$ cat src/hdl/amlsc_pkg.sv
package amlsc_pkg;

    // Lane count and derived index width
    localparam int LANES  = 2;
    localparam int LANE_W = (LANES > 1) ? $clog2(LANES) : 1;

    // Field widths
    localparam int OP_W    = 2;
    localparam int LANEF_W = 4;
    localparam int VEH_W   = 4;
    localparam int TIME_W  = 4;
    localparam int WAIT_W  = 8;
    localparam int PROC_W  = 16;
    localparam int LIGHTS_W = 16;
    localparam int CFG_IDX_W = 2;

    // Operation codes
    localparam logic [OP_W-1:0] OP_TICK     = 2'd0;
    localparam logic [OP_W-1:0] OP_ARRIVE   = 2'd1;
    localparam logic [OP_W-1:0] OP_OVERRIDE = 2'd2;

    // Light codes
    localparam logic [1:0] LT_RED    = 2'd0;
    localparam logic [1:0] LT_YELLOW = 2'd1;
    localparam logic [1:0] LT_GREEN  = 2'd2;

    // Config register indexes
    localparam logic [CFG_IDX_W-1:0] REG_GREEN_BASE  = 2'd0;
    localparam logic [CFG_IDX_W-1:0] REG_GREEN_MAX   = 2'd1;
    localparam logic [CFG_IDX_W-1:0] REG_YELLOW_TIME = 2'd2;
    localparam logic [CFG_IDX_W-1:0] REG_RED_TIME    = 2'd3;

    // Reset values
    localparam logic [TIME_W-1:0] RST_GREEN_BASE  = 4'd2;
    localparam logic [TIME_W-1:0] RST_GREEN_MAX   = 4'd5;
    localparam logic [TIME_W-1:0] RST_YELLOW_TIME = 4'd2;
    localparam logic [TIME_W-1:0] RST_RED_TIME    = 4'd2;
    localparam logic [TIME_W-1:0] RST_GREEN_TIME  = 4'd2;
    localparam logic [TIME_W-1:0] ELAPSED_MAX     = 4'd15;

    typedef struct packed {
        logic [OP_W-1:0]    op;
        logic [LANEF_W-1:0] lane;
        logic [VEH_W-1:0]   vehicles;
    } in_item_t;

    typedef struct packed {
        logic [LIGHTS_W-1:0] lights;
        logic                status;
        logic [WAIT_W-1:0]   waiting;
        logic [PROC_W-1:0]   processed;
    } out_item_t;

    // Controller states
    typedef enum logic [2:0] {
        ST_IDLE,
        ST_DISPATCH,
        ST_INC,
        ST_VISIT,
        ST_APPLY,
        ST_RESULT
    } state_t;

    // Controller to datapath
    typedef struct packed {
        logic capture;
        logic inc_all;
        logic visit;
        logic apply;
        logic load_out;
    } ctl_cmd_t;

    // Datapath to controller
    typedef struct packed {
        logic [OP_W-1:0] op;
        logic            lane_ok;
        logic            last_lane;
    } dp_stat_t;

endpackage

$ cat src/hdl/amlsc_ctrl.sv
module amlsc_ctrl (
    input  logic                aclk,
    input  logic                aresetn,
    input  logic                s_valid,
    output logic                s_ready,
    output logic                m_valid,
    input  logic                m_ready,
    output amlsc_pkg::ctl_cmd_t cmd,
    input  amlsc_pkg::dp_stat_t stat
);

    amlsc_pkg::state_t state_reg, state_next;
    logic m_valid_reg, m_valid_next;

    // State and output-valid registers
    always_ff @(posedge aclk) begin
        if (!aresetn) begin
            state_reg   <= amlsc_pkg::ST_IDLE;
            m_valid_reg <= 1'b0;
        end else begin
            state_reg   <= state_next;
            m_valid_reg <= m_valid_next;
        end
    end

    // Next state and commands
    always_comb begin
        state_next = state_reg;
        cmd        = '0;
        s_ready    = 1'b0;
        case (state_reg)
            amlsc_pkg::ST_IDLE: begin
                s_ready = 1'b1;
                if (s_valid) begin
                    cmd.capture = 1'b1;
                    state_next  = amlsc_pkg::ST_DISPATCH;
                end
            end
            amlsc_pkg::ST_DISPATCH: begin
                case (stat.op)
                    amlsc_pkg::OP_TICK: state_next = amlsc_pkg::ST_INC;
                    amlsc_pkg::OP_ARRIVE,
                    amlsc_pkg::OP_OVERRIDE: begin
                        state_next = stat.lane_ok ? amlsc_pkg::ST_APPLY
                                                  : amlsc_pkg::ST_RESULT;
                    end
                    default: state_next = amlsc_pkg::ST_RESULT;
                endcase
            end
            amlsc_pkg::ST_INC: begin
                cmd.inc_all = 1'b1;
                state_next  = amlsc_pkg::ST_VISIT;
            end
            amlsc_pkg::ST_VISIT: begin
                cmd.visit = 1'b1;
                if (stat.last_lane) begin
                    state_next = amlsc_pkg::ST_RESULT;
                end
            end
            amlsc_pkg::ST_APPLY: begin
                cmd.apply  = 1'b1;
                state_next = amlsc_pkg::ST_RESULT;
            end
            amlsc_pkg::ST_RESULT: begin
                // wait for a free output slot
                if (!m_valid_reg || m_ready) begin
                    cmd.load_out = 1'b1;
                    state_next   = amlsc_pkg::ST_IDLE;
                end
            end
            default: state_next = amlsc_pkg::ST_IDLE;
        endcase
    end

    // Output beat valid
    always_comb begin
        if (cmd.load_out) begin
            m_valid_next = 1'b1;
        end else if (m_ready) begin
            m_valid_next = 1'b0;
        end else begin
            m_valid_next = m_valid_reg;
        end
    end

    assign m_valid = m_valid_reg;

    // A pending beat is never overwritten
    a_no_overwrite: assert property (@(posedge aclk) disable iff (!aresetn)
        cmd.load_out |-> (!m_valid_reg || m_ready))
        else $error("output beat overwritten");

    // One item in flight at a time
    a_single_item: assert property (@(posedge aclk) disable iff (!aresetn)
        (s_valid && s_ready) |=> !s_ready)
        else $error("input taken while busy");

    // Output valid rises only from the result state
    a_valid_source: assert property (@(posedge aclk) disable iff (!aresetn)
        $rose(m_valid_reg) |-> $past(state_reg == amlsc_pkg::ST_RESULT))
        else $error("spurious output beat");

endmodule

$ cat src/hdl/amlsc_dp.sv
module amlsc_dp (
    input  logic                                aclk,
    input  logic                                aresetn,
    input  logic                                cfg_we,
    input  logic [amlsc_pkg::CFG_IDX_W-1:0]     cfg_idx,
    input  logic [amlsc_pkg::TIME_W-1:0]        cfg_data,
    input  amlsc_pkg::in_item_t                 s_data,
    output amlsc_pkg::out_item_t                m_data,
    input  amlsc_pkg::ctl_cmd_t                 cmd,
    output amlsc_pkg::dp_stat_t                 stat
);

    localparam int LN = amlsc_pkg::LANES;
    localparam int LW = amlsc_pkg::LANE_W;
    localparam int TW = amlsc_pkg::TIME_W;
    localparam int WW = amlsc_pkg::WAIT_W;
    localparam int PW = amlsc_pkg::PROC_W;

    // Config registers
    logic [TW-1:0] green_base_reg, green_max_reg, yellow_time_reg, red_time_reg;

    // Captured item and lane pointer
    amlsc_pkg::in_item_t  item_reg;
    logic [LW-1:0]        idx_reg, idx_next;
    amlsc_pkg::out_item_t out_reg, out_next;

    // Per-lane state
    logic [1:0]    light_reg     [LN];
    logic [1:0]    light_next    [LN];
    logic [TW-1:0] elapsed_reg   [LN];
    logic [TW-1:0] elapsed_next  [LN];
    logic [WW-1:0] waiting_reg   [LN];
    logic [WW-1:0] waiting_next  [LN];
    logic [PW-1:0] proc_reg      [LN];
    logic [PW-1:0] proc_next     [LN];
    logic [TW-1:0] gtime_reg     [LN];
    logic [TW-1:0] gtime_next    [LN];

    logic          lane_ok;
    logic [LW-1:0] lane_idx;
    logic [LW-1:0] rd_idx;
    logic          other_green;
    logic [1:0]    cur_light;
    logic [TW-1:0] cur_elapsed;
    logic [WW-1:0] cur_waiting;
    logic [PW-1:0] cur_proc;
    logic [TW-1:0] cur_gtime;
    logic [PW:0]   proc_sum;
    logic [WW:0]   wait_sum;
    logic [WW-1:0] wait_sat;
    logic [WW:0]   gt_sum;
    logic [TW-1:0] gt_new;
    logic [amlsc_pkg::LIGHTS_W-1:0] lights_vec;

    assign lane_ok  = item_reg.lane < amlsc_pkg::LANEF_W'(LN);
    assign lane_idx = item_reg.lane[LW-1:0];
    assign rd_idx   = cmd.visit ? idx_reg : lane_idx;

    assign stat.op        = item_reg.op;
    assign stat.lane_ok   = lane_ok;
    assign stat.last_lane = (idx_reg == LW'(LN - 1));

    // Single read port at the selected lane
    assign cur_light   = light_reg[rd_idx];
    assign cur_elapsed = elapsed_reg[rd_idx];
    assign cur_waiting = waiting_reg[rd_idx];
    assign cur_proc    = proc_reg[rd_idx];
    assign cur_gtime   = gtime_reg[rd_idx];

    // Any other lane green right now
    always_comb begin
        other_green = 1'b0;
        for (int j = 0; j < LN; j++) begin
            if (LW'(j) != rd_idx && light_reg[j] == amlsc_pkg::LT_GREEN) begin
                other_green = 1'b1;
            end
        end
    end

    // Saturating sums
    assign proc_sum = {1'b0, cur_proc} + (PW + 1)'(cur_waiting);
    assign wait_sum = {1'b0, cur_waiting} + (WW + 1)'(item_reg.vehicles);
    assign wait_sat = wait_sum[WW] ? {WW{1'b1}} : wait_sum[WW-1:0];
    assign gt_sum   = (WW + 1)'(green_base_reg) + (WW + 1)'(wait_sat);
    assign gt_new   = (gt_sum > (WW + 1)'(green_max_reg)) ? green_max_reg
                                                          : gt_sum[TW-1:0];

    // Next per-lane state
    always_comb begin
        for (int i = 0; i < LN; i++) begin
            light_next[i]   = light_reg[i];
            elapsed_next[i] = elapsed_reg[i];
            waiting_next[i] = waiting_reg[i];
            proc_next[i]    = proc_reg[i];
            gtime_next[i]   = gtime_reg[i];
        end
        idx_next = idx_reg;

        if (cmd.capture) begin
            idx_next = '0;
        end

        // tick, first pass: every elapsed count up, saturating
        if (cmd.inc_all) begin
            for (int i = 0; i < LN; i++) begin
                if (elapsed_reg[i] != amlsc_pkg::ELAPSED_MAX) begin
                    elapsed_next[i] = elapsed_reg[i] + TW'(1);
                end
            end
        end

        // tick, lane walk: one lane per cycle
        if (cmd.visit) begin
            idx_next = idx_reg + LW'(1);
            case (cur_light)
                amlsc_pkg::LT_GREEN: begin
                    if (cur_elapsed >= cur_gtime) begin
                        light_next[rd_idx]   = amlsc_pkg::LT_YELLOW;
                        elapsed_next[rd_idx] = '0;
                    end
                end
                amlsc_pkg::LT_YELLOW: begin
                    if (cur_elapsed >= yellow_time_reg) begin
                        light_next[rd_idx]   = amlsc_pkg::LT_RED;
                        elapsed_next[rd_idx] = '0;
                    end
                end
                default: begin
                    if (cur_elapsed >= red_time_reg && !other_green) begin
                        light_next[rd_idx]   = amlsc_pkg::LT_GREEN;
                        elapsed_next[rd_idx] = '0;
                        waiting_next[rd_idx] = '0;
                        proc_next[rd_idx]    = proc_sum[PW] ? {PW{1'b1}}
                                                            : proc_sum[PW-1:0];
                    end
                end
            endcase
        end

        // arrival or override on a valid lane
        if (cmd.apply) begin
            if (item_reg.op == amlsc_pkg::OP_ARRIVE) begin
                waiting_next[rd_idx] = wait_sat;
                gtime_next[rd_idx]   = gt_new;
            end else begin
                for (int i = 0; i < LN; i++) begin
                    elapsed_next[i] = '0;
                    if (LW'(i) == rd_idx) begin
                        light_next[i]   = amlsc_pkg::LT_GREEN;
                        waiting_next[i] = '0;
                    end else begin
                        light_next[i] = amlsc_pkg::LT_RED;
                    end
                end
            end
        end
    end

    // Pack lights, unused lanes read zero
    always_comb begin
        lights_vec = '0;
        for (int i = 0; i < LN; i++) begin
            lights_vec[2*i +: 2] = light_reg[i];
        end
    end

    // Result beat
    always_comb begin
        out_next.lights    = lights_vec;
        out_next.status    = !lane_ok && (item_reg.op == amlsc_pkg::OP_ARRIVE ||
                                          item_reg.op == amlsc_pkg::OP_OVERRIDE);
        out_next.waiting   = lane_ok ? cur_waiting : '0;
        out_next.processed = lane_ok ? cur_proc : '0;
    end

    // Config writes
    always_ff @(posedge aclk) begin
        if (!aresetn) begin
            green_base_reg  <= amlsc_pkg::RST_GREEN_BASE;
            green_max_reg   <= amlsc_pkg::RST_GREEN_MAX;
            yellow_time_reg <= amlsc_pkg::RST_YELLOW_TIME;
            red_time_reg    <= amlsc_pkg::RST_RED_TIME;
        end else if (cfg_we) begin
            case (cfg_idx)
                amlsc_pkg::REG_GREEN_BASE:  green_base_reg  <= cfg_data;
                amlsc_pkg::REG_GREEN_MAX:   green_max_reg   <= cfg_data;
                amlsc_pkg::REG_YELLOW_TIME: yellow_time_reg <= cfg_data;
                amlsc_pkg::REG_RED_TIME:    red_time_reg    <= cfg_data;
                default: ;
            endcase
        end
    end

    // Lane state registers
    always_ff @(posedge aclk) begin
        if (!aresetn) begin
            for (int i = 0; i < LN; i++) begin
                light_reg[i]   <= amlsc_pkg::LT_RED;
                elapsed_reg[i] <= '0;
                waiting_reg[i] <= '0;
                proc_reg[i]    <= '0;
                gtime_reg[i]   <= amlsc_pkg::RST_GREEN_TIME;
            end
            idx_reg <= '0;
        end else begin
            for (int i = 0; i < LN; i++) begin
                light_reg[i]   <= light_next[i];
                elapsed_reg[i] <= elapsed_next[i];
                waiting_reg[i] <= waiting_next[i];
                proc_reg[i]    <= proc_next[i];
                gtime_reg[i]   <= gtime_next[i];
            end
            idx_reg <= idx_next;
        end
    end

    // Payload registers
    always_ff @(posedge aclk) begin
        if (cmd.capture) begin
            item_reg <= s_data;
        end
        if (cmd.load_out) begin
            out_reg <= out_next;
        end
    end

    assign m_data = out_reg;

endmodule

$ cat src/hdl/adaptive_multi_lane_signal_controller_core.sv
// Channel   Direction  Handshake           Payload
// config    in         cfg_we              cfg_idx, cfg_data (4-bit timer registers)
// s_        in         s_valid / s_ready   s_data  (op, lane, vehicles)
// m_        out        m_valid / m_ready   m_data  (lights, status, waiting, processed)
//
// A tick goes from accept through a decode state, an aging state that counts up every
// lane, a light walk of one lane per cycle over a single lane read port, and a state
// that registers the result. Arrival and override use decode, apply and result; op 3
// and bad lanes skip apply. A new item is taken the cycle after the result registers.
// One item is in work at a time; a new item is taken while the last result beat
// still waits on m_ready, and the result stage holds until that beat is taken.
// Reset (aresetn low, synchronous) sets all lanes red with cleared counts and
// reloads the timer registers.
module adaptive_multi_lane_signal_controller_core (
    input  logic                             aclk,
    input  logic                             aresetn,
    input  logic                             cfg_we,
    input  logic [amlsc_pkg::CFG_IDX_W-1:0]  cfg_idx,
    input  logic [amlsc_pkg::TIME_W-1:0]     cfg_data,
    input  logic                             s_valid,
    output logic                             s_ready,
    input  amlsc_pkg::in_item_t              s_data,
    output logic                             m_valid,
    input  logic                             m_ready,
    output amlsc_pkg::out_item_t             m_data
);

    amlsc_pkg::ctl_cmd_t cmd;
    amlsc_pkg::dp_stat_t stat;

    amlsc_ctrl u_ctrl (
        .aclk    (aclk),
        .aresetn (aresetn),
        .s_valid (s_valid),
        .s_ready (s_ready),
        .m_valid (m_valid),
        .m_ready (m_ready),
        .cmd     (cmd),
        .stat    (stat)
    );

    amlsc_dp u_dp (
        .aclk     (aclk),
        .aresetn  (aresetn),
        .cfg_we   (cfg_we),
        .cfg_idx  (cfg_idx),
        .cfg_data (cfg_data),
        .s_data   (s_data),
        .m_data   (m_data),
        .cmd      (cmd),
        .stat     (stat)
    );

endmodule
$ cat config.mk
export PLATFORM = sky130hd
export DESIGN_NAME = adaptive_multi_lane_signal_controller_core
export DESIGN_NICKNAME = d
export VERILOG_FILES = /design/src/hdl/amlsc_pkg.sv /design/src/hdl/amlsc_ctrl.sv /design/src/hdl/amlsc_dp.sv /design/src/hdl/adaptive_multi_lane_signal_controller_core.sv
export SDC_FILE = /design/constraint.sdc
export NUM_CORES = 1
export LEC_CHECK = 0
export BUFFER_PORTS_ARGS = -buffer_cell sky130_fd_sc_hd__buf_2
export CORE_MARGIN = 1
export CORE_UTILIZATION = 26
export DETAILED_ROUTE_END_ITERATION = 8
export GPL_TIMING_DRIVEN = 0
export SYNTH_ARGS = -nofsm -noshare
export SYNTH_HDL_FRONTEND = slang
export SYNTH_SLANG_ARGS = --single-unit
export TNS_END_PERCENT = 30
$ cat constraint.sdc
create_clock -name aclk -period 14.4 [get_ports aclk]
set_input_delay 2.88 -clock aclk [delete_from_list [all_inputs] [get_ports aclk]]
set_output_delay 2.88 -clock aclk [all_outputs]
set_load 0.01 [all_outputs]
* After elaboration in Yosys (flattened, before gate mapping)
Memories as Yosys holds them, arrays and structs flattened.
Cells that the tools add are included.
** Operators by class
- Magnitude comparators :: 7
- Reductions and logical operators :: 22
- Muxes and demuxes :: 78
- Equal/unequal tests :: 19
- Add/subtract/negate cells :: 6
- Bitwise logic cells :: 24
** Operators with widths (number)
- $mux W16 :: 9
- $mux W8 :: 15
- $mux W32 :: 3
- $mux W4 :: 14
- $bwmux W32 :: 1
- $mux W1 :: 18
- $pmux W3 S6 :: 1
- $add A16 B8 Y17 :: 1
- $and A16 B16 Y16 :: 1
- $bwmux W16 :: 1
- $demux W16 S1 :: 1
- $not A16 Y16 :: 1
- $pmux W8 S2 :: 1
- $eq A2 B2 Y1 const B :: 6
- $ge A4 B4 Y1 :: 3
- $mux W2 :: 5
- $or A1 B1 Y1 :: 10
- $add A4 B8 Y9 :: 1
- $add A8 B4 Y9 :: 1
- $gt A9 B4 Y1 :: 1
- $mux W3 :: 3
- $add A4 B1 Y4 const B :: 2
- $and A8 B8 Y8 :: 1
- $bwmux W8 :: 1
- 33 further kinds :: 55
** Storage, ports and cells
- Memories :: 5
- Memory bits (writable) :: 68
- Input port bits :: 21
- Flip-flop bits (word level) :: 60
** Memory list
- u_dp.proc_reg :: words 2, width 16, rd ports 3, clocked after memory_dff 0, wr ports 2, line amlsc_dp.sv:34 : logic [PW-1:0] proc_reg [LN];
- u_dp.waiting_reg :: words 2, width 8, rd ports 3, clocked after memory_dff 0, wr ports 2, line amlsc_dp.sv:32 : logic [WW-1:0] waiting_reg [LN];
- u_dp.elapsed_reg :: words 2, width 4, rd ports 3, clocked after memory_dff 0, wr ports 2, line amlsc_dp.sv:30 : logic [TW-1:0] elapsed_reg [LN];
- u_dp.gtime_reg :: words 2, width 4, rd ports 3, clocked after memory_dff 0, wr ports 2, line amlsc_dp.sv:36 : logic [TW-1:0] gtime_reg [LN];
- u_dp.light_reg :: words 2, width 2, rd ports 3, clocked after memory_dff 0, wr ports 2, line amlsc_dp.sv:28 : logic [1:0] light_reg [LN];

* Depth between registers and ports, before layout
Gate-level depths: netlist of run 1.
- Word-level depth :: 17
- Depth in mapped cells :: 27
- Depth with buffers taken out :: 22

* Hierarchy
Synthesis of run 1 repeated with hierarchy kept, for this count alone.
** Second synthesis, totals
- Cells, all modules :: 784
- Area, all modules :: 7164.4 µm²
** By module, submodules not included
- amlsc_dp :: area an instance 6850.3 µm², instances 1, cells each 747
- amlsc_ctrl :: area an instance 314.1 µm², instances 1, cells each 37

* Worst setup path after synthesis of run 1
Ideal clock, no wire load.
- Kind :: reg2reg
- From :: register u_ctrl.state_reg[1]
- To :: memory u_dp.gtime_reg[0][3] in the netlist's numbering
- Arrival :: 5.927 ns
- Stages on the path, launching flop included :: 28
- Buffers on the path :: 5
- Required time :: 14.309 ns
- Setup time :: 0.091 ns
- Slack :: 8.382 ns
- Clock period less this slack :: 6.018 ns
- Cell sequence :: dfxtp_1 buf_6 and3b_1 buf_6 o21ai_0 buf_2 buf_2 clkbuf_1 nand2_1 nand2_1 ha_1 inv_1 fa_1 nand2b_1 a211oi_1 mux2i_1 or3_1 nand2b_1 ha_1 fa_1 ha_1 nor2b_1 o21a_1 o21a_1 o21a_1 a2111oi_4 nand3_2 a311oi_1
** RTL lines
- start, declared :: line amlsc_ctrl.sv:12 : amlsc_pkg::state_t state_reg, state_next;
- start signal, assigned :: line amlsc_ctrl.sv:18 : state_reg <= amlsc_pkg::ST_IDLE;
- start signal, assigned :: line amlsc_ctrl.sv:21 : state_reg <= state_next;
- end, declared :: line amlsc_dp.sv:36

==> impl_metrics.env, run 1 <==
export IMPL_power_total_uw=992
export IMPL_drive_gt1_share_pct=13.7
export IMPL_drt_iter0_markers=493
export IMPL_ir_drop_uv=62.2
export IMPL_finalCritPeriodShare_pct=50.7
export IMPL_setup_ws_ns=7.09
export IMPL_clockBufferDepth=2
export IMPL_slowest_stage="clkbuf_1"
export IMPL_cts_tree="built"
export IMPL_hp_class="flop to flop"
export IMPL_clock_skew_ns=0.0126
export IMPL_ys_flop_type="dfxtp_1"
export IMPL_io_buffers=50
export IMPL_antenna_found_initial=1
export IMPL_wl_per_cell_um=15.9
export IMPL_cts_root_buffer="clkbuf_16"
export IMPL_die_y_um=167
export IMPL_maxCapViolCount=0
export IMPL_cts_setup_buffers=0
export IMPL_grt_use_total_pct=14.0
export IMPL_cp_data_required_time_ns=14.73
export IMPL_min_delay_path_depth=2
export IMPL_r2r_cells=26
export IMPL_dp_cells=1185
export IMPL_cp_arrival_ns=7.64
export IMPL_grt_pass1_vias=5825
export IMPL_synth_edf_count=39
export IMPL_first_pass_iters=5
export IMPL_wl_um=19300
export IMPL_grt_pass1_wl_um=30600
export IMPL_worst_pin_slew_ns=1.20
export IMPL_setup_violations=0
export IMPL_start_kind="flop"
export IMPL_fmax_ghz=0.137
export IMPL_hold_viol=0
export IMPL_rows=60
export IMPL_gp_congestion=0.910
export IMPL_num_nets_final=927
export IMPL_yosysSeqAreaShare_pct=41.6
export IMPL_final_max_slew_violation_count=0
export IMPL_instances_no_fill=1218
export IMPL_synth_area_leaders="dfxtp_1, edfxtp_1, ha_1, nor2_1, nand2_1"
export IMPL_clock_latency_ns=0.43
export IMPL_syn2layout_area_growth_pct=19.1
export IMPL_cts_resized=0
export IMPL_dp_hpwl_um=14000
export IMPL_fin_crit_ns=7.31
export IMPL_fin_hold_ws_ns=0.483
export IMPL_antenna_left=0
export IMPL_power_density_mw_per_mm2=118
export IMPL_syn_area_sq_mm=0.00709
export IMPL_slowest_delay_ns=0.54
export IMPL_dpl_worst_slack_ns=7.21
export IMPL_synth_async_reset_ratio_pct=0
export IMPL_cts_sinks=128
export IMPL_synth_seq_cells=128
export IMPL_ys_warn_count=0
export IMPL_synthCells=783
export IMPL_numCtsBuffers=17
export IMPL_synth_top_cell_by_area="dfxtp_1"
export IMPL_cts_hold_buf=0
export IMPL_grt_max_degree=30
export IMPL_synth_most_common_cell="nor2_1"
export IMPL_max_slew_margin_pct=20.0
export IMPL_synth_top_area_share_pct=25.1
export IMPL_vias_per_cell=4.95
export IMPL_start_util_pct=26.4
export IMPL_status="finished clean"
export IMPL_via_count=6034
export IMPL_drc=0
export IMPL_h_tree_depth=4
export IMPL_cp_max_fo=10
export IMPL_p_leak_uw=0.00345
export IMPL_die_x_um=167
export IMPL_tns_ns=0
export IMPL_gr_total_overflow=0
export IMPL_avgSynthCellArea_sq_um=9.06
export IMPL_core_sq_mm=0.0269
export IMPL_synth_commonest_cells="nor2_1, dfxtp_1, nand2_1, ha_1"
export IMPL_num_io_pins=64
export IMPL_dieArea_sq_mm=0.0279
export IMPL_path_clk_slew_ns=0.06
export IMPL_rsz0062_at_grt="false"
export IMPL_largest_register_ffs=32
export IMPL_path_class="flop to flop"
export IMPL_synth_distinct_cells=73
export IMPL_cp_end_kind="flop"
[path summary, 6_finish.rpt]
kind              slack (ns)                           endpoint                              start
hold / removal          0.48  u_dp.red_time_reg[1]$_SDFFE_PN1P_  u_dp.red_time_reg[1]$_SDFFE_PN1P_
setup reg to reg        7.09  u_dp.gtime_reg[1][3]$_SDFFE_PN0P_   u_ctrl.state_reg[0]$_SDFFE_PN0P_
hold reg to reg         0.48  u_dp.red_time_reg[1]$_SDFFE_PN1P_  u_dp.red_time_reg[1]$_SDFFE_PN1P_
setup / recovery        7.09  u_dp.gtime_reg[1][3]$_SDFFE_PN0P_   u_ctrl.state_reg[0]$_SDFFE_PN0P_
[power breakdown]
| part | leakage (uW) | total (uW) | switching, uW | internal, uW |
|---|---|---|---|---|
| clock network | 0.000303 | 467 | 173 | 294 |
| registers | 0.00108 | 394 | 7.11 | 387 |
| logic | 0.00206 | 131 | 85.3 | 45.9 |
[placed cells by master (no fill, tap or decap), types with 5 or more instances in the layout]
cell type,n
or3_1,5
clkbuf_16,18
conb_1,12
nor4_1,7
mux2i_1,31
ha_1,40
a31oi_1,20
nand2_1,89
xor2_1,8
buf_2,58
and3_1,5
a211oi_1,20
nand3_1,18
dfxtp_1,89
nand2b_1,10
buf_4,12
nor2_1,96
o21a_1,6
a21o_1,12
edfxtp_1,39
o21ai_0,24
and2_1,5
xnor2_1,8
nor3_1,18
inv_1,31
a22oi_1,6
a311oi_1,7
a32oi_1,13
nand4_1,7
clkbuf_1,28
a21oi_1,39
o221a_2,6
nor2b_1,6
[through the flow]
step | instance area, sq um | util [%]
2_1_floorplan | 7130 | -
3_3_place_gp | 7810 | 29.1
3_5_place_dp | 7810 | 29.1
4_1_cts | 8440 | 31.4
5_1_grt | 8440 | 31.4
6_report | 8440 | 31.4
[cells by family after synthesis]
logic type | after synthesis | synth area share, %
DFF | 128 | 41.6
adders and majority gates | 43 | 7.91
AOI/OAI and AO/OA | 190 | 19.4
buffers and inverters | 84 | 5.43
and+or+nand+nor | 289 | 19.0
other | 1 | 0.0529
muxes | 32 | 4.54
xor gates and xnor gates | 16 | 1.98
[critical path, delay by kind of cell (launching register included)]
kind | cells | cell delay [ns]
buffers and inverters | 5 | 1.52
adder cells (fa/ha/maj) | 5 | 1.55
flip-flops | 1 | 0.36
AND/OR/NAND/NOR | 8 | 1.82
multiplexers | 1 | 0.14
AO/OA/AOI/OAI | 7 | 1.81
[layout make-up]
| class | count | area, sq um |
|---|---|---|
| plain buffers | 52 | 265 |
| inverters | 32 | 120 |
| repair buffers | 50 | 250 |
| clock buffers | 22 | 485 |
| clock inverters | 10 | 146 |
| well taps | 341 | 427 |
| flip-flops and latches | 128 | 2950 |
| fillers | 2812 | 18400 |
| diodes | 1 | 2.50 |
| multi-input cells | 582 | 3790 |
[layer usage]
layer / GRT usage (%) / vias up / part of all wire (%)
met5: 0 / - / 0
met2: 21.8 / 199 / 45
met1: 18.6 / 2806 / 48
met4: 6.18 / 0 / 2.1
li1: - / 2999 / -
met3: 3.07 / 30 / 5.4
Note: power is estimated with default switching activity, not from simulation.
==> run 2, diff against run 1 <==
==> constraint.sdc (replaced) <==
create_clock -name aclk -period 6.2 [get_ports aclk]
set_input_delay 1.24 -clock aclk [delete_from_list [all_inputs] [get_ports aclk]]
set_output_delay 1.24 -clock aclk [all_outputs]
set_load 0.01 [all_outputs]
==> run 2 against run 1 <==
Clock skew is 0.0015 ns lower; global-route usage grew 0.056 points; combinational power grew 150%; utilization is 0.42 points higher; clock power rose by 130%; clock-buffer cell count is the same; critical path type unchanged; largest cell class unchanged; highest routed layer unchanged.
==> impl_metrics.env, run 2 (synthesized netlist as in run 1, its figures left out) <==
export IMPL_clock_skew_ns=0.0111
export IMPL_fin_area_sq_mm=0.00856
export IMPL_drc=0
export IMPL_p_sw_share_pct=26.7
export IMPL_fin_hold_ws_ns=0.476
export IMPL_gr_total_overflow=0
export IMPL_start_util_pct=26.4
export IMPL_gp_congestion=0.910
export IMPL_fin_crit_ns=5.85
export IMPL_comb_power_share_pct=14.0
export IMPL_grt_max_degree=30
export IMPL_p_sw_uw=619
export IMPL_core_sq_mm=0.0269
export IMPL_cts_hold_buf=0
export IMPL_tns_ns=0
export IMPL_dieArea_sq_mm=0.0279
export IMPL_worst_pin_slew_ns=1.19
export IMPL_path_clk_slew_ns=0.06
export IMPL_clockBufferDepth=2
export IMPL_first_pass_iters=5
export IMPL_crit_reg2reg_capture="u_dp.gtime_reg[1][3]$_SDFFE_PN0P_"
export IMPL_r2r_setup_slack_ns=0.35
export IMPL_wl_per_cell_um=15.8
export IMPL_dp_cells=1185
export IMPL_hold_viol=0
export IMPL_num_nets_final=930
export IMPL_syn2layout_area_growth_pct=20.7
export IMPL_vias_per_cell=4.95
export IMPL_placement_cell_area_sq_mm=0.00781
export IMPL_fmax_ghz=0.171
export IMPL_slowest_delay_ns=0.46
export IMPL_final_cell_mix="nor2_1, nand2_1, dfxtp_1, buf_2, ha_1"
export IMPL_wl_um=19300
export IMPL_rows=60
export IMPL_path_class="flop to flop"
export IMPL_p_seq_share_pct=39.4
export IMPL_hold_path_end="u_dp.proc_reg[0][14]$_SDFFE_PN0P_"
export IMPL_max_slew_margin_pct=20.7
export IMPL_io_buffers=50
export IMPL_grt_pass1_vias=5838
export IMPL_cp_end_kind="flop"
export IMPL_final_max_slew_violation_count=0
export IMPL_r2r_start="u_dp.idx_reg$_SDFFE_PN0P_"
export IMPL_cp_max_fo=19
export IMPL_cp_depth=26
export IMPL_worstHoldStart="u_dp.proc_reg[0][14]$_SDFFE_PN0P_"
export IMPL_min_delay_path_depth=2
export IMPL_path_delay_family="adder cells"
export IMPL_cp_arrival_ns=6.18
export IMPL_finalCritPeriodShare_pct=94.3
export IMPL_start_kind="flop"
export IMPL_antenna_left=0
export IMPL_cp_num_buf_inv=5
export IMPL_grt_use_total_pct=14.1
export IMPL_final_common_cell="nor2_1"
export IMPL_status="finished clean"
export IMPL_hp_class="flop to flop"
export IMPL_cts_sinks=128
export IMPL_cp_data_required_time_ns=6.53
export IMPL_num_io_pins=64
export IMPL_p_leak_uw=0.00351
export IMPL_rsz0062_at_grt="false"
export IMPL_die_x_um=167
export IMPL_ir_drop_uv=145
export IMPL_numCtsBuffers=17
export IMPL_r2r_cells=26
export IMPL_cts_tree="built"
export IMPL_via_count=6040
export IMPL_die_y_um=167
export IMPL_drt_iter0_markers=450
export IMPL_setup_violations=0
export IMPL_clock_latency_ns=0.43
export IMPL_dp_hpwl_um=14000
export IMPL_antenna_found_initial=1
export IMPL_grt_pass1_wl_um=30700
export IMPL_drive_gt1_share_pct=15.1
export IMPL_slowest_stage="or3_4"
export IMPL_internal_power_uw=1700
export IMPL_power_density_mw_per_mm2=271
export IMPL_maxCapViolCount=0
export IMPL_instances_no_fill=1221
export IMPL_largest_register_ffs=32
export IMPL_cts_root_buffer="clkbuf_16"
export IMPL_power_frac_clock_pct=46.6
export IMPL_h_tree_depth=4
-- run 2: cell count changes in the layout (fill, tap and decap cells not counted), moves of 2 or more --
cell	delta
a211oi_1	-2
a211oi_2	+2
buf_2	-4
buf_4	+6
clkbuf_1	-2
-- run 2: layout make-up --
type / instances / area (sq um)
diodes: 1 / 2.50
repair buffers: 55 / 288
inverters: 32 / 120
clock buffers: 22 / 485
clock inverters: 10 / 146
plain buffers: 50 / 294
flip-flops and latches: 128 / 2950
fillers: 2793 / 18300
multi-input cells: 582 / 3840
well taps: 341 / 427
-- run 2: timing repair --
action	in CTS	in global routing
resized for setup	15	13
buffers inserted	2	3
endpoints found under the setup margin	8	8
pin swaps	2	2
-- run 2: layer usage --
metal	vias up	wire, um	GRT usage, %
met5	-	0	0
met4	0	377	6.02
met3	28	1110	2.93
met2	198	8690	22.0
met1	2805	9110	18.8
li1	3009	-	-
-- run 2: tightest hold or removal path: stages, from the launching register on --
cell	delay (ns)
dfxtp_1	0.32
nand2_1	0.06
a21oi_1	0.05
-- run 2: how the worst max path moves through the flow --
stage                                                 from                                end
after global routing             u_dp.idx_reg$_SDFFE_PN0P_  u_dp.gtime_reg[1][1]$_SDFFE_PN1P_
after detailed placement  u_ctrl.state_reg[0]$_SDFFE_PN0P_  u_dp.gtime_reg[0][3]$_SDFFE_PN0P_
after floorplan           u_ctrl.state_reg[1]$_SDFFE_PN0P_  u_dp.gtime_reg[1][3]$_SDFFE_PN0P_
final                            u_dp.idx_reg$_SDFFE_PN0P_  u_dp.gtime_reg[1][3]$_SDFFE_PN0P_
after CTS                 u_ctrl.state_reg[2]$_SDFFE_PN0P_  u_dp.gtime_reg[1][3]$_SDFFE_PN0P_
after global placement    u_ctrl.state_reg[2]$_SDFFE_PN0P_  u_dp.gtime_reg[0][3]$_SDFFE_PN0P_
-- run 2: per-stage QoR --
step	power [uW]	worst slack (ns)	util [%]
after CTS	2330	0.0452	31.7
after global routing	2410	0.0458	31.8
final	2320	0.352	31.8
after global placement	1230	-0.869	29.1
after detailed placement	1240	-0.987	29.1
after floorplan	1140	0.182	-
-- run 2: power by group through the flow --
stage	Combinational [uW]	Clock (uW)	Sequential, uW
after floorplan	207	0	934
after global placement	298	0	934
after detailed placement	301	0	934
after CTS	313	1100	916
after global routing	355	1140	919
final	324	1080	916
